$ cat src/isotp_frame_reassembler_macros.svh
// assertion macros for the iso-tp frame reassembler
`ifndef ISOTP_FRAME_REASSEMBLER_MACROS_SVH
`define ISOTP_FRAME_REASSEMBLER_MACROS_SVH

`ifndef SYNTHESIS

// same-cycle implication, checked out of reset
`define ISOTP_ASSERT_NOW(label, clk, rst_n, ante, cons) \
  label: assert property (@(posedge clk) disable iff (!rst_n) (ante) |-> (cons)) \
    else $error("isotp same-cycle check failed");

// next-cycle implication, checked out of reset
`define ISOTP_ASSERT_NEXT(label, clk, rst_n, ante, cons) \
  label: assert property (@(posedge clk) disable iff (!rst_n) (ante) |=> (cons)) \
    else $error("isotp next-cycle check failed");

`else

`define ISOTP_ASSERT_NOW(label, clk, rst_n, ante, cons)
`define ISOTP_ASSERT_NEXT(label, clk, rst_n, ante, cons)

`endif

`endif

$ cat src/isotp_pkg.sv
// shared types and constants for the iso-tp frame reassembler
package isotp_pkg;

  localparam int NUM_LANES = 7;
  localparam int LANE_IDX_W = 3;
  localparam int CNT_W = 3;
  localparam int LEN_W = 12;
  localparam int ID_W = 29;
  localparam int OFS_W = 11;

  localparam logic [LANE_IDX_W-1:0] LAST_LANE = 3'd6;
  localparam logic [OFS_W-1:0] ID_OFFSET_RESET = 11'd8;

  // pci type codes from the high nibble of byte 0
  localparam logic [3:0] PCI_SINGLE = 4'h0;
  localparam logic [3:0] PCI_FIRST = 4'h1;
  localparam logic [3:0] PCI_CONSEC = 4'h2;

  // reported frame kind
  localparam logic [1:0] KIND_SINGLE = 2'd0;
  localparam logic [1:0] KIND_FIRST = 2'd1;
  localparam logic [1:0] KIND_CONSEC = 2'd2;
  localparam logic [1:0] KIND_OTHER = 2'd3;

  typedef struct packed {
    logic       en;
    logic [7:0] data;
  } lane_res_t;

endpackage

$ cat src/isotp_lane.sv
// one payload byte lane: decides whether its byte is appended
module isotp_lane (
  input  logic [isotp_pkg::LANE_IDX_W-1:0] lane_idx,
  input  logic [isotp_pkg::LEN_W-1:0]      remaining,
  input  logic                             append_ok,
  input  logic                             first_frame,
  input  logic [7:0]                       byte_from_1,
  input  logic [7:0]                       byte_from_2,
  output isotp_pkg::lane_res_t             res
);

  logic exists;
  logic en;

  // a first frame carries payload from byte 2, so one lane fewer
  assign exists = !(first_frame && (lane_idx == isotp_pkg::LAST_LANE));
  assign en = append_ok && exists &&
              (remaining > {{(isotp_pkg::LEN_W-isotp_pkg::LANE_IDX_W){1'b0}}, lane_idx});

  always_comb begin
    res.en = en;
    if (!en) begin
      res.data = 8'h00;
    end else if (first_frame) begin
      res.data = byte_from_2;
    end else begin
      res.data = byte_from_1;
    end
  end

endmodule

$ cat src/isotp_merge.sv
// merges the lane results into a byte count and packed payload
module isotp_merge (
  input  isotp_pkg::lane_res_t                    lanes [isotp_pkg::NUM_LANES],
  output logic [isotp_pkg::CNT_W-1:0]             count,
  output logic [8*isotp_pkg::NUM_LANES-1:0]       bytes
);

  always_comb begin
    count = '0;
    for (int i = 0; i < isotp_pkg::NUM_LANES; i++) begin
      count = count + {{(isotp_pkg::CNT_W-1){1'b0}}, lanes[i].en};
    end
  end

  // enabled lanes form a prefix, so lane order is packing order
  always_comb begin
    for (int i = 0; i < isotp_pkg::NUM_LANES; i++) begin
      bytes[8*i +: 8] = lanes[i].data;
    end
  end

endmodule

$ cat src/isotp_frame_reassembler.sv
// top level of the iso-tp receive reassembler
//
// Takes one received CAN frame per beat and returns one status beat per
// frame, in the cycle after the frame is accepted. A new frame can be taken
// every cycle while the receiver holds out_tready high; while a result waits
// in the output register with out_tready low, in_tready is low. The rate of
// one frame per cycle is set by the message count loop: subtract, seven lane
// compares, a popcount and an add close combinationally. The flow control id is
// the frame id minus the id offset written through cfg_data, modulo 2^29.
`include "isotp_frame_reassembler_macros.svh"

module isotp_frame_reassembler (
  input  logic         clk,
  input  logic         rst_n,
  // in_tdata: can_id[28:0], byte0..byte7[92:29] low byte first, pad[95:93]
  input  logic         in_tvalid,
  output logic         in_tready,
  input  logic [95:0]  in_tdata,
  // out_tdata: frame_kind[1:0], appended_count[4:2], appended_bytes[60:5],
  // flow_control_needed[61], flow_control_id[90:62], message_size[102:91],
  // bytes_received[114:103], complete[115], pad[119:116]
  output logic         out_tvalid,
  input  logic         out_tready,
  output logic [119:0] out_tdata,
  input  logic         cfg_valid,
  output logic         cfg_ready,
  input  logic [10:0]  cfg_data
);

  localparam int NL = isotp_pkg::NUM_LANES;
  localparam int LW = isotp_pkg::LEN_W;

  logic [isotp_pkg::OFS_W-1:0] id_offset_r;
  logic [LW-1:0] exp_r, exp_nxt;
  logic [LW-1:0] rx_r, rx_nxt;
  logic          out_valid_r;
  logic [119:0]  out_data_r, out_data_nxt;

  logic [isotp_pkg::ID_W-1:0] can_id;
  logic [7:0]    frame_byte [8];
  logic [3:0]    pci;
  logic [1:0]    kind;
  logic          append_ok;
  logic          first_frame;
  logic [LW-1:0] exp_eff;
  logic [LW-1:0] rx_eff;
  logic [LW-1:0] remaining;
  logic [isotp_pkg::CNT_W-1:0] count;
  logic [8*NL-1:0] packed_bytes;
  logic [isotp_pkg::ID_W-1:0] fc_id;
  logic          in_fire;

  isotp_pkg::lane_res_t lanes [NL];

  assign cfg_ready = 1'b1;
  assign in_tready = !out_valid_r || out_tready;
  assign in_fire = in_tvalid && in_tready;
  assign out_tvalid = out_valid_r;
  assign out_tdata = out_data_r;

  assign can_id = in_tdata[28:0];
  always_comb begin
    for (int i = 0; i < 8; i++) begin
      frame_byte[i] = in_tdata[29 + 8*i +: 8];
    end
  end
  assign pci = frame_byte[0][7:4];

  always_comb begin
    kind = isotp_pkg::KIND_OTHER;
    append_ok = 1'b0;
    first_frame = 1'b0;
    exp_eff = exp_r;
    rx_eff = rx_r;
    case (pci)
      isotp_pkg::PCI_SINGLE: begin
        kind = isotp_pkg::KIND_SINGLE;
        append_ok = 1'b1;
        exp_eff = {{(LW-4){1'b0}}, frame_byte[0][3:0]};
        rx_eff = '0;
      end
      isotp_pkg::PCI_FIRST: begin
        kind = isotp_pkg::KIND_FIRST;
        append_ok = 1'b1;
        first_frame = 1'b1;
        exp_eff = {frame_byte[0][3:0], frame_byte[1]};
        rx_eff = '0;
      end
      isotp_pkg::PCI_CONSEC: begin
        kind = isotp_pkg::KIND_CONSEC;
        append_ok = 1'b1;
      end
      default: begin
        kind = isotp_pkg::KIND_OTHER;
      end
    endcase
  end

  // count never passes the announced length, so this does not wrap
  assign remaining = exp_eff - rx_eff;

  for (genvar g = 0; g < NL; g++) begin : g_lane
    isotp_lane u_lane (
      .lane_idx    (isotp_pkg::LANE_IDX_W'(g)),
      .remaining   (remaining),
      .append_ok   (append_ok),
      .first_frame (first_frame),
      .byte_from_1 (frame_byte[g+1]),
      .byte_from_2 ((g + 2 < 8) ? frame_byte[(g+2) % 8] : 8'h00),
      .res         (lanes[g])
    );
  end

  isotp_merge u_merge (
    .lanes (lanes),
    .count (count),
    .bytes (packed_bytes)
  );

  assign exp_nxt = exp_eff;
  assign rx_nxt = rx_eff + {{(LW-isotp_pkg::CNT_W){1'b0}}, count};
  assign fc_id = can_id - {{(isotp_pkg::ID_W-isotp_pkg::OFS_W){1'b0}}, id_offset_r};

  always_comb begin
    out_data_nxt = '0;
    out_data_nxt[1:0] = kind;
    out_data_nxt[4:2] = count;
    out_data_nxt[60:5] = packed_bytes;
    out_data_nxt[61] = first_frame;
    out_data_nxt[90:62] = fc_id;
    out_data_nxt[102:91] = exp_nxt;
    out_data_nxt[114:103] = rx_nxt;
    out_data_nxt[115] = (rx_nxt == exp_nxt);
  end

  always_ff @(posedge clk) begin
    if (!rst_n) begin
      id_offset_r <= isotp_pkg::ID_OFFSET_RESET;
      exp_r <= '0;
      rx_r <= '0;
      out_valid_r <= 1'b0;
    end else begin
      if (cfg_valid && cfg_ready) begin
        id_offset_r <= cfg_data;
      end
      if (in_fire) begin
        exp_r <= exp_nxt;
        rx_r <= rx_nxt;
        out_valid_r <= 1'b1;
      end else if (out_tready) begin
        out_valid_r <= 1'b0;
      end
    end
  end

  always_ff @(posedge clk) begin
    if (in_fire) begin
      out_data_r <= out_data_nxt;
    end
  end

  `ISOTP_ASSERT_NOW(a_count_le_size, clk, rst_n, 1'b1, rx_r <= exp_r)
  `ISOTP_ASSERT_NEXT(a_fire_gives_beat, clk, rst_n, in_fire, out_tvalid)
  `ISOTP_ASSERT_NOW(a_fc_only_first, clk, rst_n, out_tvalid && out_tdata[61], out_tdata[1:0] == isotp_pkg::KIND_FIRST)
  `ISOTP_ASSERT_NOW(a_other_no_payload, clk, rst_n, out_tvalid && (out_tdata[1:0] == isotp_pkg::KIND_OTHER), out_tdata[4:2] == 3'd0)

endmodule

$ cat config.mk
export PLATFORM = sky130hd
export DESIGN_NAME = isotp_frame_reassembler
export DESIGN_NICKNAME = d
export VERILOG_FILES = /design/src/isotp_pkg.sv /design/src/isotp_lane.sv /design/src/isotp_merge.sv /design/src/isotp_frame_reassembler.sv
export VERILOG_INCLUDE_DIRS = /design/src /design/src/src
export SDC_FILE = /design/constraint.sdc
export NUM_CORES = 1
export LEC_CHECK = 0
export BUFFER_PORTS_ARGS = -buffer_cell sky130_fd_sc_hd__buf_2
export CORE_MARGIN = 1.5
export CORE_UTILIZATION = 45
export CTS_CLUSTER_SIZE = 25
export DETAILED_ROUTE_END_ITERATION = 8
export GPL_TIMING_DRIVEN = 0
export HOLD_SLACK_MARGIN = 0.06
export PLACE_DENSITY = 0.68
export SYNTH_ARGS = -nofsm -noshare
export SYNTH_HDL_FRONTEND = slang
export SYNTH_SLANG_ARGS = --single-unit
export TNS_END_PERCENT = 50
$ cat constraint.sdc
create_clock -name clk -period 20.4 [get_ports clk]
set_input_delay 3.06 -clock clk [delete_from_list [all_inputs] [get_ports clk]]
set_output_delay 3.06 -clock clk [all_outputs]
set_load 0.03 [all_outputs]
# [Word-level counts from Yosys, hierarchy flattened]
# Cells that the tools add are included.
[totals] out_inout_bits=123 romBits=0 ff_bits=152 ram_bits=0 latch_bits=0 n_memories=0 in_bits=112
[classes] bitwise_logic=1 n_mul=0 n_reduce_logical=17 shifts=0 mux=13 magnitude_cmp=7 eq_ne=3 div=0 n_addsub=9
[op_table] cell="2-to-1 mux 8 bit" n=6
[op_table] cell="greater-than comparator 12 x 3 -> 1 bit, second input constant" n=3
[op_table] cell="subtractor 29 x 11 -> 29 bit" n=1
[op_table] cell="greater-than comparator 12 x 1 -> 1 bit, second input constant" n=2
[op_table] cell="greater-than comparator 12 x 2 -> 1 bit, second input constant" n=2
[op_table] cell="one-hot mux 12 bit (2 select lines)" n=1
[op_table] cell="adder 3 x 1 -> 3 bit" n=5
[op_table] cell="adder 12 x 3 -> 12 bit" n=1
[op_table] cell="== test 12 bit" n=1
[op_table] cell="2-to-1 mux 12 bit" n=1
[op_table] cell="subtractor 12 bit" n=1
[op_table] cell="logical AND 1 bit" n=9
[op_table] cell="one-hot mux 2 bit (3 select lines)" n=1
[op_table] cell="== test 4 x 1 -> 1 bit, second input constant" n=1
[op_table] cell="== test 4 x 2 -> 1 bit, second input constant" n=1
[op_table] cell="zero test 4 bit" n=1
[op_table] cell="2-to-1 mux 1 bit" n=4
[op_table] cell="OR reduction 2 bit" n=2
[op_table] cell="OR reduction 3 bit" n=1
[op_table] cell="adder 1 x 1 -> 2 bit" n=1
[op_table] cell="zero test 1 bit" n=2
[op_table] cell="nonzero test 2 bit" n=1
[op_table] cell="logical OR 1 bit" n=1
[op_table] cell="NOT 1 bit" n=1

# [Depth between registers and ports, before layout]
# Gate-level depths: netlist of run 1.
[depth] word_depth=14 ltp_mapped=34 mapped_depth_nobuf=31

# [Modules after synthesis]
# A second synthesis of run 1 with hierarchy kept.
[unflattened] hier_cells=973 area_unflattened_um2=9997.1
[modules_own_cells] mod="isotp_frame_reassembler" area_each_um2=7040.5 seq_area_each_um2=4204.0 n_inst=1 cells_each=590
[modules_own_cells] mod="isotp_lane" area_each_um2=346.6 seq_area_each_um2=0.0 n_inst=7 cells_each=45
[modules_own_cells] mod="isotp_merge" area_each_um2=530.5 seq_area_each_um2=0.0 n_inst=1 cells_each=68

# [Worst setup path before layout of run 1]
# Ideal clock, no wire load.
[synth_path] kind="input to register" from="in in_tdata[34]" to="reg out_data_r[115], in the netlist out_tdata[115] (data pin)" arrival_ns=10.108 t_required_ns=20.243 path_slack_ns=10.135 stages=33 cell_sequence="nor3_1 inv_1 buf_1 clkbuf_1 clkbuf_1 and2_1 ha_1 inv_1 fa_1 a21oi_1 maj3_1 nand2_1 a21bo_2 mux2i_2 nor3_1 a21oi_1 ha_1 inv_1 fa_1 inv_1 fa_1 ha_1 inv_1 fa_1 inv_1 ha_1 a21o_1 a21oi_1 xor2_1 xor2_1 nor4_1 nand4_1 nor3_1"
[synth_via] elab_chain_len=14 word_cells_on_any_way=34 cone_classes="add/sub: 8; order compare: 7; eq/ne: 3; mux: 4; reduce/logical: 12"
[synth_lines] item="start, declared" line_no="isotp_frame_reassembler.sv:18" text="input logic [95:0] in_tdata,"
[synth_lines] item="== test 4 x 1 -> 1 bit or zero test 4 bit (tied branches)" line_no="isotp_frame_reassembler.sv:75" text="case (pci)"
[synth_lines] item="OR reduction 2 bit (no line)"
[synth_lines] item="2-to-1 mux 12 bit" line_no="isotp_frame_reassembler.sv:75"
[synth_lines] item="subtractor 12 bit" line_no="isotp_frame_reassembler.sv:100" text="assign remaining = exp_eff - rx_eff;"
[synth_lines] item="greater-than comparator 12 x 1 -> 1 bit" line_no="isotp_lane.sv:18" text="(remaining > {{(isotp_pkg::LEN_W-isotp_pkg::LANE_IDX_W){1'b0}}, lane_idx});"
[synth_lines] item="logical AND 1 bit" line_no="isotp_lane.sv:17" text="assign en = append_ok && exists &&"
[synth_lines] item="adder 1 x 1 -> 2 bit" line_no="isotp_merge.sv:11" text="count = count + {{(isotp_pkg::CNT_W-1){1'b0}}, lanes[i].en};"
[synth_lines] item="adder 3 x 1 -> 3 bit (4 in a row)" line_no="isotp_merge.sv:11"
[synth_lines] item="adder 3 x 1 -> 3 bit (*)" line_no="isotp_merge.sv:11"
[synth_lines] item="named net count, one bit" line_no="isotp_frame_reassembler.sv:48" text="logic [isotp_pkg::CNT_W-1:0] count;"
[synth_lines] item="adder 12 x 3 -> 12 bit (*)" line_no="isotp_frame_reassembler.sv:121" text="assign rx_nxt = rx_eff + {{(LW-isotp_pkg::CNT_W){1'b0}}, count};"
[synth_lines] item="named net out_data_nxt[106]" line_no="isotp_frame_reassembler.sv:37" text="logic [119:0] out_data_r, out_data_nxt;"
[synth_lines] item="== test 12 bit (*)" line_no="isotp_frame_reassembler.sv:133" text="out_data_nxt[115] = (rx_nxt == exp_nxt);"
[synth_lines] item="named net out_data_nxt[115]" line_no="isotp_frame_reassembler.sv:37"
[synth_lines] item="end signal, assigned" line_no="isotp_frame_reassembler.sv:158" text="out_data_r <= out_data_nxt;"
[synth_lines] item="end, declared" line_no="isotp_frame_reassembler.sv:37"
# Mark *: on every way through the listed nets, which the timed path passes. The rest lies on a longest branch.
# A chain may end at the register's enable or synchronous reset.

# [Worst setup path after layout of run 1]
[layout_path] from="in in_tdata[36]" to="reg out_data_r[115], in the netlist out_tdata[115] (data pin)"
# Same word-level chain as after synthesis.

==> summary.txt, run 1 <==
most common cell after layout, fill and taps aside -> buf_2
Levels on crit path -> 34
Vias -> 6,692
Slew @ Worst Pin -> 1260 ps
most frequent cells in the layout -> 233 x buf_2, 116 x edfxtp_1, 65 x mux2i_1
Hold Vio Cnt, Final -> 0
WL per Instance -> 18.4 um
Netlist Area Pre-Place -> 8170 um2
pwr/cell area -> 91.5 nW/um2
IO Pins -> 235
Psw -> 0.000298 W
final worst path period share -> 0.595
final setup fails -> 0
Seq. cell area -> 4200 um2
sw frac -> 0.318
starting density of the core -> 0.456
CP most frequent cell -> inv_1
hold-critical path depth -> 2
synthesis-to-layout area growth -> 25.4%
Clock power frac -> 0.345
die width -> 138 um
Crit Path Max Fanout -> 10
Comb pwr share -> 0.260
Max Buffers Root-to-Sink -> 2
clock slew at reported path FFs -> 70 ps
Pleak -> 4.27 nW
fmax -> 0.0824 GHz
FP Rows -> 49
critical path's top delay family -> adder cells
initial antenna violation count -> 3
CTS Sinks -> 152
Max-slew headroom -> 0.153
DRT Pass-1 Iters -> 5
vias in the first global route -> 6,237
Post-synth EDFFs -> 116
post-route setup TNS -> 0 ps
Synth Instances -> 750
R2R Setup Slk -> 12,080 ps
Filler cells -> 1,576
largest stage delay on the critical path -> 1030 ps
# port buffers -> 225
Die ar. -> 19,000 um2
hold buffer count at CTS -> 0
WP buf/inv -> 10
Startpoint Class -> input pin
Mapped Avg Cell Area -> 10.9 um2
minimum clock period -> 12,140 ps
Async SR Flop Fraction -> 0
Min-Delay Path Class -> reg2reg
Synth Register Bits -> 152
H-tree depth -> 4
first-pass GRT wire length -> 34.2 mm
RSZ-0062 raised after global routing -> no
MaxCap Viol Count -> 0
height of the die -> 138 um
post-synthesis cell type count -> 59
skew final -> 10.9 ps
DR DRC count -> 0
WS Path Type -> in2reg
internal power -> 0.000639 W
Multi-input gate area -> 3610 um2
Peak VDD IR -> 0.0613 mV
DRT Wirelength -> 22.9 mm
Ys Warns -> 0
overall power -> 0.000937 W
vias per cell -> 5.38
register area share after synthesis -> 0.515
gr usage total -> 0.244
Flop pwr share -> 0.395
Final #Nets -> 1,143
DRT iter0 DRCs -> 439
clock root buffer -> clkbuf_16
total grt overflow -> 0
worst reg-to-reg path cell count -> 28
CP required -> 20,660 ps
hpwl dp -> 17.3 mm
Post-CTS Setup Bufs -> 0
worst-skew pair later-pin latency -> 430 ps
Num CTS Buffers -> 17
total core area -> 17,900 um2
crit path DAT -> 12,400 ps
routability cong. -> 0.858
crit path capture type -> flop
Top FF cell, synth -> edfxtp_1
Critical-path top delay cell -> nor3_1
Slew Viols, Final -> 0
share of cells above drive strength 1 -> 0.277
largest net degree at the start of global routing -> 68
outcome -> completed
DRT antenna net count -> 0
CTS tree -> yes
post_cts resized -> 0
[cell usage after synthesis, types with 2 or more instances]
master    instances  area [um2]
buf_1             3        11.3
dfxtp_1          36         721
o21ai_1           2        10.0
and2_1            5        31.3
mux2i_1          65         651
nand4_1           3        18.8
clkbuf_1         24        90.1
o21a_1            3        22.5
nor4_1            2        12.5
inv_1            49         184
buf_4             5        37.5
nor2b_1           6        37.5
o211ai_1          2        15.0
a211oi_1         59         443
nand2b_1          4        25.0
nand3b_1          6        45.0
a31oi_1           5        31.3
nor2_1           56         210
buf_2             8        40.0
nand2_1          58         218
a21oi_1          51         255
nor3_1           21         105
o31a_1            2        17.5
o31ai_1           2        15.0
fa_1              6         120
conb_1            2        7.51
nand3_1          12        60.1
and3_1            9        56.3
ha_1             27         338
xnor2_1          42         368
or3_1             6        37.5
o21ai_0          12        60.1
a21o_1            3        22.5
o211a_1           2        20.0
edfxtp_1        116        3480
nor3b_1           2        15.0
xor2_1           12         105
[worst min-delay path: stages (launching register included)]
cell	delay (ps)
dfxtp_1	310
nand2_1	50
a21oi_1	50
[stage by stage]
step | hold WS (ps) | utilization | instances | area (um2) | setup WS, ps
after floorplan | 432 | - | 753 | 8180 | 10140
after global placement | 442 | 0.536 | 1207 | 9590 | 8010
after detailed placement | 449 | 0.538 | 1208 | 9620 | 8000
after CTS | 457 | 0.572 | 1240 | 10200 | 8400
after global routing | 480 | 0.572 | 1243 | 10200 | 7770
final | 455 | 0.572 | 1243 | 10200 | 8260
[metal layers]
metal / vias up / part of all wire / global-route usage
met3: 52 / 0.075 / 0.0522
met5: - / 0 / 0
li1: 3231 / - / -
met4: 0 / 0.034 / 0.114
met1: 3108 / 0.42 / 0.309
met2: 301 / 0.47 / 0.399
[final timing paths]
path	endpoint	start
worst min-delay path	rx_r[1]$_SDFFE_PN0P_	rx_r[1]$_SDFFE_PN0P_
worst min register to register	rx_r[1]$_SDFFE_PN0P_	rx_r[1]$_SDFFE_PN0P_
worst max-delay path	out_tdata[115]$_DFFE_PP_	in_tdata[36]
worst max register to register	out_tdata[115]$_DFFE_PP_	exp_r[0]$_SDFFE_PN0P_
[sequential cells by signal (all words and copies together) (netlist names)]
register,cells
out_tdata,116
id_offset_r,11
rx_r,12
out_tvalid,1
exp_r,12
[layout make-up]
cell class	count	area share
Sequential cell	152	0.410
Multi-Input combinational cell	511	0.353
Inverter	50	0.0183
Buffer	40	0.0178
Clock buffer	23	0.0487
Tap cell	229	0.0280
Clock inverter	9	0.0106
Antenna cell	3	0.000733
Timing Repair Buffer	226	0.113
[cell families (layout without fill, tap and decap cells)]
kind of cell	Yosys count	in the layout	share of synthesized area
adders and majority gates	34	34	0.0573
AOI/OAI and AO/OA	155	155	0.127
and+or+nand+nor	196	196	0.115
xor gates and xnor gates	54	54	0.0579
DFF	152	152	0.515
other	2	8	0.000919
muxes	67	67	0.0827
buffers and inverters	90	348	0.0449
[power groups by stage]
stage | Sequential [W] | Clock [W] | Combinational [W]
6_report | 0.000370 | 0.000324 | 0.000244
5_1_grt | 0.000373 | 0.000340 | 0.000266
4_1_cts | 0.000370 | 0.000329 | 0.000244
3_5_place_dp | 0.000376 | 0 | 0.000243
3_3_place_gp | 0.000379 | 0 | 0.000240
2_1_floorplan | 0.000419 | 0 | 0.000128
Power figures use the tool's default switching activity.
==> run 2, diff against run 1 <==
--- a/config.mk
+++ b/config.mk
@@ -13,7 +13,7 @@
 export DETAILED_ROUTE_END_ITERATION = 8
 export GPL_TIMING_DRIVEN = 0
 export HOLD_SLACK_MARGIN = 0.06
-export PLACE_DENSITY = 0.68
+export PLACE_DENSITY = 0.7
 export SYNTH_ARGS = -nofsm -noshare
 export SYNTH_HDL_FRONTEND = slang
 export SYNTH_SLANG_ARGS = --single-unit
==> constraint.sdc (replaced) <==
create_clock -name clk -period 10.05 [get_ports clk]
set_input_delay 1.5075 -clock clk [delete_from_list [all_inputs] [get_ports clk]]
set_output_delay 1.5075 -clock clk [all_outputs]
set_load 0.03 [all_outputs]
==> summary.txt, run 2 (synthesis results as in run 1) <==
outcome -> completed
Placed Area -> 9640 um2
max FFs per register -> 116
CP most frequent cell -> inv_1
Comb pwr share -> 0.267
Min-Delay Path Class -> reg2reg
first-pass GRT wire length -> 34.9 mm
Setup WS pre-CTS -> -842 ps
WS Path Type -> in2reg
R2R Setup Slk -> 2440 ps
internal power -> 0.00133 W
DRT Wirelength -> 23.1 mm
vias in the first global route -> 6,481
RSZ-0062 raised after global routing -> no
critical path's top delay family -> adder cells
MaxCap Viol Count -> 0
Max Buffers Root-to-Sink -> 2
overall power -> 0.00196 W
Clock power frac -> 0.349
Slew Viols, Final -> 0
Critical-path top delay cell -> fa_1
Seq. cell area -> 4200 um2
Filler cells -> 1,568
DRT antenna net count -> 0
Pleak -> 4.32 nW
CP required -> 10,310 ps
Num CTS Buffers -> 17
Max-slew headroom -> 0.161
initial antenna violation count -> 2
total grt overflow -> 0
final setup fails -> 0
CTS tree -> yes
Multi-input gate area -> 3660 um2
Psw -> 0.000630 W
DRT iter0 DRCs -> 414
crit path DAT -> 9690 ps
Flop pwr share -> 0.384
gr usage total -> 0.247
H-tree depth -> 4
fmax -> 0.106 GHz
most common cell after layout, fill and taps aside -> buf_2
hpwl dp -> 17.7 mm
Die ar. -> 19,000 um2
most frequent cells in the layout -> 233 x buf_2, 116 x edfxtp_1, 65 x mux2i_1
Startpoint Class -> input pin
clock root buffer -> clkbuf_16
final worst path period share -> 0.939
Slew @ Worst Pin -> 1250 ps
vias per cell -> 5.49
post-route setup TNS -> 0 ps
Crit Path Max Fanout -> 10
routability cong. -> 0.889
DR DRC count -> 0
skew final -> 7.67 ps
largest net degree at the start of global routing -> 54
Hold Vio Cnt, Final -> 0
pwr/cell area -> 189 nW/um2
total core area -> 17,900 um2
minimum clock period -> 9430 ps
WP buf/inv -> 11
crit path capture type -> flop
sw frac -> 0.322
Final #Nets -> 1,150
Peak VDD IR -> 0.123 mV
# port buffers -> 225
clock slew at reported path FFs -> 60 ps
largest stage delay on the critical path -> 510 ps
final worst setup slack -> 616 ps
Design Area, Final -> 10,400 um2
die width -> 138 um
DRT Pass-1 Iters -> 5
height of the die -> 138 um
synthesis-to-layout area growth -> 26.9%
worst-skew pair later-pin latency -> 430 ps
IO Pins -> 235
WL per Instance -> 18.5 um
FP Rows -> 49
Vias -> 6,863
share of cells above drive strength 1 -> 0.289
CTS Sinks -> 152
starting density of the core -> 0.456
## run 2: final cells by class
class,count,share of cell area
Antenna cell,2,0.000483
Buffer,40,0.0180
Clock buffer,17,0.0410
Clock inverter,15,0.0192
Inverter,50,0.0181
Multi-Input combinational cell,511,0.353
Sequential cell,152,0.405
Tap cell,229,0.0276
Timing Repair Buffer,233,0.118
## run 2: metrics by stage
stage,hold WS [ps],cells,utilization
final,470,1249,0.579
after global routing,497,1249,0.579
after CTS,458,1241,0.574
after detailed placement,450,1209,0.539
after global placement,441,1207,0.536
after floorplan,432,753,-
## run 2: routing by layer
layer	track usage	part of all wire	wire length (um)
met5	0	0	0
met4	0.101	0.031	718
met3	0.0500	0.075	1730
met2	0.402	0.47	10900
met1	0.321	0.42	9790
## run 2: final timing paths
check / from / end / depth (start not counted)
worst min register to register: rx_r[1]$_SDFFE_PN0P_ / rx_r[1]$_SDFFE_PN0P_ / 2
worst max-delay path: in_tdata[36] / out_tdata[115]$_DFFE_PP_ / 35
worst min-delay path: rx_r[1]$_SDFFE_PN0P_ / rx_r[1]$_SDFFE_PN0P_ / 2
worst max register to register: exp_r[0]$_SDFFE_PN0P_ / out_tdata[115]$_DFFE_PP_ / 29
## run 2: worst register-to-register path, delay by kind of cell, from the launching register on
kind | cells | cell delay (ps)
adders and majority gates | 9 | 3110
AOI/OAI and AO/OA | 6 | 1550
muxes | 1 | 160
and+or+nand+nor | 5 | 1280
DFF | 1 | 310
buffers and inverters | 6 | 570
xor gates and xnor gates | 2 | 460
## run 2: power groups by stage
stage	Combinational [W]	Sequential [W]	Clock [W]
global route	0.000565	0.000757	0.000716
CTS	0.000502	0.000752	0.000692
global placement	0.000485	0.000770	0
finish	0.000522	0.000752	0.000682
floorplan	0.000260	0.000850	0
detailed placement	0.000494	0.000765	0
## run 2: what timing repair did
action                     4_1_cts  5_1_grt
setup buffers                    0        6
resized for setup                3        8
pin swaps                        0        3
hold endpoints to repair         0        0
hold buffers                     0        0
setup endpoints to repair        2        5
==> run 3, diff against run 2 <==
--- a/config.mk
+++ b/config.mk
@@ -8,12 +8,12 @@
 export LEC_CHECK = 0
 export BUFFER_PORTS_ARGS = -buffer_cell sky130_fd_sc_hd__buf_2
 export CORE_MARGIN = 1.5
-export CORE_UTILIZATION = 45
+export CORE_UTILIZATION = 48
 export CTS_CLUSTER_SIZE = 25
 export DETAILED_ROUTE_END_ITERATION = 8
 export GPL_TIMING_DRIVEN = 0
 export HOLD_SLACK_MARGIN = 0.06
-export PLACE_DENSITY = 0.7
+export PLACE_DENSITY = 0.75
 export SYNTH_ARGS = -nofsm -noshare
 export SYNTH_HDL_FRONTEND = slang
 export SYNTH_SLANG_ARGS = --single-unit
==> summary.txt, run 3 (synthesis results as in run 1) <==
met2 wire length -> 11.2 mm
Vias -> 6,803
pwr/cell area -> 183 nW/um2
hpwl dp -> 17.3 mm
synthesis-to-layout area growth -> 25.7%
Psw -> 0.000636 W
final worst path period share -> 0.947
R2R Setup Slk -> 2310 ps
Min-Delay Path Class -> reg2reg
Worst Hold End -> rx_r[1]$_SDFFE_PN0P_
Critical-path top delay cell -> fa_1
CP most frequent cell -> inv_1
outcome -> completed
first-pass GRT wire length -> 35.6 mm
DR DRC count -> 0
WL per Instance -> 18.6 um
gr usage total -> 0.262
WL met3 -> 1.51 mm
top sig layer -> met4
# port buffers -> 225
skew final -> 15.3 ps
worst reg-to-reg path cell count -> 29
vias in the first global route -> 6,603
Pleak -> 4.30 nW
CTS tree -> yes
RSZ-0062 raised after global routing -> no
crit path capture type -> flop
CP required -> 10,310 ps
crit path DAT -> 9780 ps
Comb pwr share -> 0.274
die width -> 133 um
DRT antenna net count -> 0
R2R Path Start -> exp_r[0]$_SDFFE_PN0P_
clock root buffer -> clkbuf_16
DRT Wirelength -> 23.0 mm
CTS Sinks -> 152
routability cong. -> 0.899
max FFs per register -> 116
Placed Area -> 9610 um2
Flop pwr share -> 0.399
share of cells above drive strength 1 -> 0.290
DRT iter0 DRCs -> 528
Max-slew headroom -> 0.195
sw frac -> 0.338
Crit Path Max Fanout -> 10
Max Buffers Root-to-Sink -> 2
Clock power frac -> 0.326
internal power -> 0.00125 W
largest stage delay on the critical path -> 530 ps
MaxCap Viol Count -> 0
clock slew at reported path FFs -> 70 ps
reg2reg end -> out_tdata[115]$_DFFE_PP_
Peak VDD IR -> 0.121 mV
Final #Nets -> 1,148
largest net degree at the start of global routing -> 70
hold-critical path depth -> 2
height of the die -> 133 um
Final Util -> 0.619
DRT Pass-1 Iters -> 6
Slew @ Worst Pin -> 1200 ps
most frequent cells in the layout -> 233 x buf_2, 116 x edfxtp_1, 65 x mux2i_1
WS Path Type -> in2reg
fmax -> 0.105 GHz
hold_ws -> 468 ps
total core area -> 16,600 um2
minimum clock period -> 9520 ps
Die ar. -> 17,800 um2
starting density of the core -> 0.493
initial antenna violation count -> 1
Hold Crit Start -> rx_r[1]$_SDFFE_PN0P_
H-tree depth -> 4
Design Area, Final -> 10,300 um2
worst-skew pair later-pin latency -> 430 ps
Metal-1 WL -> 9.65 mm
vias per cell -> 5.50
IO Pins -> 235
Num CTS Buffers -> 17
FP Rows -> 47
Hold Vio Cnt, Final -> 0
total grt overflow -> 0
Startpoint Class -> input pin
final setup fails -> 0
Slew Viols, Final -> 0
most common cell after layout, fill and taps aside -> buf_2
==> run 3: cell types whose count changed in the layout (fill, tap and decap cells not counted), sizes merged <==
cell / previous run / this run
clkinvlp: 2 / 0
bufinv: 4 / 0
inv: 51 / 59
clkinv: 8 / 4
clkbuf: 42 / 44
diode: 2 / 1
buf: 248 / 246
==> run 3: stage by stage <==
step / setup slack, ps / setup TNS, ps / power [W] / instances
6_report: 530 / 0 / 0.00188 / 1237
3_5_place_dp: -777 / -3380 / 0.00126 / 1199
5_1_grt: 35.3 / 0 / 0.00196 / 1237
3_3_place_gp: -736 / -3110 / 0.00125 / 1198
2_1_floorplan: 1340 / 0 / 0.00111 / 753
4_1_cts: 64.6 / 0 / 0.00188 / 1231
==> run 3: critical path: cells and delay by family <==
kind	cells	cell delay, ps
xor gates and xnor gates	2	510
AOI/OAI and AO/OA	6	1440
adders and majority gates	7	2640
buffers and inverters	11	1720
and+or+nand+nor	8	1940
==> run 3: area by class of cell <==
cell class                      count  area, um2
Inverter                           50        188
Clock inverter                     13        105
Tap cell                          220        275
Fill cell                        1403       6320
Antenna cell                        1       2.50
Clock buffer                       19        458
Timing Repair Buffer              231       1190
Multi-Input combinational cell    511       3660
Buffer                             40        186
Sequential cell                   152       4200
==> run 3: how the worst max path moves through the flow <==
stage            startpoint                  endpoint  slack (ps)
3_3_place_gp   in_tdata[36]  out_tdata[115]$_DFFE_PP_        -740
2_1_floorplan  in_tdata[34]  out_tdata[115]$_DFFE_PP_        1340
3_5_place_dp   in_tdata[36]  out_tdata[115]$_DFFE_PP_        -780
5_1_grt        in_tdata[36]  out_tdata[115]$_DFFE_PP_          40
4_1_cts        in_tdata[36]  out_tdata[115]$_DFFE_PP_          60
6_report       in_tdata[36]  out_tdata[115]$_DFFE_PP_         530
==> run 3: what timing repair did <==
action                     in CTS  in global routing
cloned                          0                  0
hold buffers                    0                  0
gates resized for setup         3                  8
setup endpoints to repair       1                  2
setup buffers                   0                  5
pin swaps                       0                  3
==> run 3: routing by layer <==
layer / GRT usage / up-vias
li1: - / 3244
met1: 0.332 / 3199
met2: 0.443 / 311
met3: 0.0491 / 49
met4: 0.106 / 0
met5: 0 / -
==> run 3: power groups by stage <==
stage / Clock (W) / Combinational [W] / Sequential, W
after detailed placement: 0 / 0.000492 / 0.000765
after floorplan: 0 / 0.000260 / 0.000850
after CTS: 0.000625 / 0.000500 / 0.000752
final: 0.000615 / 0.000516 / 0.000752
after global placement: 0 / 0.000483 / 0.000770
after global routing: 0.000650 / 0.000558 / 0.000756
